===== config.mk =====
export PLATFORM = sky130hd
export DESIGN_NAME = bml_ram
export DESIGN_NICKNAME = d
export VERILOG_FILES = /design/src/rtl/bml_ram.sv
export SDC_FILE = /design/constraint.sdc
export NUM_CORES = 2
export LEC_CHECK = 0
export ABC_AREA = 1
export BUFFER_PORTS_ARGS = -buffer_cell sky130_fd_sc_hd__buf_2
export CORE_MARGIN = 3
export CORE_UTILIZATION = 42
export CTS_BUF_LIST = sky130_fd_sc_hd__clkbuf_8
export DETAILED_ROUTE_END_ITERATION = 8
export PLACE_DENSITY = 0.57
export SETUP_SLACK_MARGIN = 0.2
export SLEW_MARGIN = 25
export SYNTH_ARGS = -nofsm -noshare
export SYNTH_HDL_FRONTEND = slang
export SYNTH_SLANG_ARGS = --single-unit

===== constraint.sdc =====
create_clock -name clk_i -period 4.5 [get_ports clk_i]
set_input_delay 0.225 -clock clk_i [delete_from_list [all_inputs] [get_ports clk_i]]
set_output_delay 0.225 -clock clk_i [all_outputs]
set_load 0.01 [all_outputs]

===== src/rtl/bml_ram.sv =====
// Simple dual-port RAM: one write port, one registered read port.
`default_nettype none

module bml_ram #(
  parameter int unsigned DEPTH = 256,
  parameter int unsigned WIDTH = 13
) (
  input  wire logic                     clk_i,
  input  wire logic                     we_i,
  input  wire logic [$clog2(DEPTH)-1:0] waddr_i,
  input  wire logic [WIDTH-1:0]         wdata_i,
  input  wire logic [$clog2(DEPTH)-1:0] raddr_i,
  output logic      [WIDTH-1:0]         rdata_o
);

  logic [WIDTH-1:0] mem [DEPTH];
  logic [WIDTH-1:0] rdata_q;

  always_ff @(posedge clk_i) begin
    if (we_i) begin
      mem[waddr_i] <= wdata_i;
    end
    rdata_q <= mem[raddr_i];
  end

  assign rdata_o = rdata_q;

endmodule

`default_nettype wire


# --- Yosys cells after proc, flatten, opt, wreduce, memory -nomap -nowiden ---
# Memory sizes are Yosys's and may differ from the RTL's. A register that Yosys moved wholly into a read port is not among the register bits.
# Index checks and enable logic that the tools add are counted.
classes:
  n_bitwise: 0
  div: 0
  muxes: 2
  n_reduce_logical: 0
  n_addsub: 0
  n_eq_ne: 0
  multipliers: 0
  magnitude_cmp: 0
  shift: 0
op_table:
  columns: ["cell", "count"]
  rows:
  - ["1-bit two-way mux", 2]
totals:
  output_inout_bits: 13
  ram_bits: 3328
  word_cells: 3
  ff_bits: 0
  mem_bits_ro: 0
  latch_bits: 0
  memories: 1
  in_bits: 31
mem_list:
  columns: ["memory", "words", "word_bits", "read_ports", "rd_clocked_by_memory_dff", "wr", "line_no", "text"]
  rows:
  - ["mem", 256, 13, 1, 1, 1, "16", "logic [WIDTH-1:0] mem [DEPTH];"]

# --- Longest topological paths before layout ---
depth:
  word_depth: 2
  ltp_mapped: 15
  depth_no_buf: 11

# --- Worst setup path before layout ---
# OpenSTA, ideal clock, no wires.
synth_timing:
  path_kind: "in2reg"
  start: "input port we_i"
  end: "memory mem[162][0] (enable)"
  setup_time_ns: 0.382
  setup_slack_ns: 2.565
  n_path_buf: 2
  arrival_ns: 1.553
  path_stages: 4
  path_cell_list: "clkbuf_1 > nand3_1 > clkbuf_1 > nor2_1"
synth_via:
  elab_chain_cells: 2
synth_lines:
  columns: ["item", "line_no", "text"]
  rows:
  - ["start: declaration", "9", "input wire logic we_i,"]
  - ["1-bit two-way mux", "20", "if (we_i) begin"]
  - ["1-bit two-way mux (not written as such)", "21", "mem[waddr_i] <= wdata_i;"]
  - ["end: declaration", "16", null]
# No other way between the ends.

# --- Worst setup path in the final report ---
layout_timing:
  start: "input port waddr_i[1]"
  end: "memory mem[16][10] (enable)"
layout_lines:
  columns: ["item", "line_no", "text"]
  rows:
  - ["start: declaration", "10", "input wire logic [$clog2(DEPTH)-1:0] waddr_i,"]
# No word-level cell before the write port.

==> impl_metrics.json <==
{
  "status": "completed",
  "worst_pin_slew_ns": 1.11,
  "worstReg2RegStart": "mem[135][11]",
  "final-setup-viol-count": 0,
  "gp_congestion": 0.874,
  "synth_cells": 11100,
  "finClkSkew_ns": 0.0585,
  "grt_usage_pct": 24.6,
  "rows": 207,
  "p_per_area_nw_per_um2": 414,
  "die_h_um": 572,
  "layout_commonest_cell": "nand2_1",
  "placed_cell_area_sq_um": 141000,
  "path_class": "in -> reg",
  "slew_headroom_pct": 25.9,
  "crit_path_end_kind": "flop",
  "grt_max_degree": 154,
  "hold_start": "waddr_i[4]",
  "cts_max_level": 6,
  "ir_worst_vdd_mv": 0.285,
  "tns_ns": 0,
  "io_pins": 44,
  "drtIter0Drc": 10800,
  "via_per_inst": 5.62,
  "totalPowerFinal_uw": 62600,
  "drc": 0,
  "startpoint": "waddr_i[1]",
  "syn_nets": 11200,
  "period_needed_ns": 3.16,
  "utilization_pct": 47.4,
  "yosys_register_bits": 3341,
  "clkTransAtPathRegs_ns": 0.05,
  "vias": 90500,
  "fmax_mhz": 316,
  "die_w_um": 572,
  "hold_viol": 0,
  "cts.path.max_buffers": 4,
  "syn_area_per_cell_sq_um": 12.1,
  "clk_latency_ns": 1.03,
  "grt_pass1_vias": 85900,
  "core_area_sq_um": 319000,
  "grt_first_pass_wirelength_um": 597000,
  "worstPathArrival_ns": 3.87,
  "postCtsSetupBuffers": 0,
  "ys_seq_area_share_pct": 74.4,
  "p_leak_uw": 0.0534,
  "postLayoutCellArea_sq_um": 151000,
  "dp_hpwl_um": 233000,
  "worstPathRequired_ns": 5.21,
  "die-area_sq_um": 328000,
  "numCtsBuffers": 557,
  "hold_path_class": "in -> reg",
  "fin_crit_sh_pct": 70.3,
  "cp-start-kind": "input port",
  "wl_per_cell_um": 25.5,
  "cts_tree": "yes",
  "area_delta_synth_final_pct": 12.1,
  "cts_root_buffer": "clkbuf_8",
  "initial_core_util_pct": 42.3,
  "wl_um": 411000,
  "drv_slew": 0,
  "yosysUniqueCellTypes": 15,
  "rsz0062_at_grt": "no",
  "ant_nets": 0,
  "antenna_found_initial": 23,
  "yosysWarnings": 0,
  "crit_fanout": 12,
  "final_cell_mix": "nand2_1, edfxtp_1, nand3_1",
  "netlist_area_sq_um": 135000,
  "drive_above_1_share_pct": 10.2,
  "gr-total-overflow": 0,
  "layout.nets": 11500,
  "clock_sinks": 3341,
  "drv_cap": 0,
  "first_pass_iters": 6,
  "port_buffers": 43
}
[sequential cells by signal (all words and copies together), names as in the netlist]
register	count
rdata_o	13
mem	3328
[path summary, 6_finish.rpt]
kind | slack (ns) | depth (start not counted) | to
hold reg to reg | 0.98 | 10 | rdata_o[4]
setup / recovery | 1.34 | 9 | mem[16][10]
setup reg to reg | 1.92 | 10 | rdata_o[11]
hold / removal | 0.14 | 5 | mem[3][1]
[metal layers]
| layer | routed length [um] | vias to the layer above | GRT usage (%) |
|---|---|---|---|
| met1 | 169000 | 45000 | 34.3 |
| met3 | 31800 | 692 | 3.53 |
| met4 | 18200 | 4 | 10.5 |
| li1 | - | 40500 | - |
| met2 | 192000 | 4243 | 38.7 |
| met5 | 21 | - | 0 |
[final cells by class]
cell class	instances	area, sq um
multi-input cells	6990	30400
diodes	35	87.6
fillers	28400	168000
flip-flops and latches	3341	100000
repair buffers	570	5310
clock buffers	577	7940
inverters	39	188
well taps	4180	5230
clock inverters	377	1700
[synthesized netlist by cell type]
cell type  number  area [sq um]
buf_4          82           616
nor2_1        283          1060
clkinv_1        2          7.51
inv_1          33           124
buf_6          39           439
clkbuf_1      153           574
nand2_1      3428         12900
nand3_1      3279         16400
inv_4           1          6.26
buf_2         422          2110
buf_1          68           255
edfxtp_1     3328         99900
buf_8           2          30.0
dfxtp_1        13           260
inv_2           3          11.3
[logic make-up after synthesis]
group	Yosys count	synth area share, %
buf+inv	805	3.10
flops	3341	74.4
simple gates	6990	22.5
[per-stage QoR]
step	instances	setup slack, ns	hold slack, ns
2_1_floorplan	11100	2.56	0.324
6_report	16100	1.34	0.141
3_3_place_gp	15100	0.878	0.673
3_5_place_dp	15100	0.860	0.676
4_1_cts	16100	1.54	0.0340
5_1_grt	16100	1.38	0.142
[where the power goes]
part | internal (uW) | switching, uW | leakage, uW
combinational | 958 | 3140 | 0.0178
sequential | 34300 | 84.1 | 0.0300
clock | 12100 | 12000 | 0.00557
total | 47300 | 15300 | 0.0534
[critical path, cell delays in order]
cell           delay [ns]
dlygate4sd3_1        0.58
buf_2                0.19
nor2_1               0.12
dlygate4sd3_1        0.56
inv_1                0.09
nor2_1               0.29
nand2_2              0.68
nor2_1               0.79
buf_4                0.30
[what timing repair did]
item / 4_1_cts / 5_1_grt
resized for setup: 0 / 0
hold buffers: 23 / 0
endpoints found under the hold margin: 1441 / 0
(Power assumes the default switching activity.)
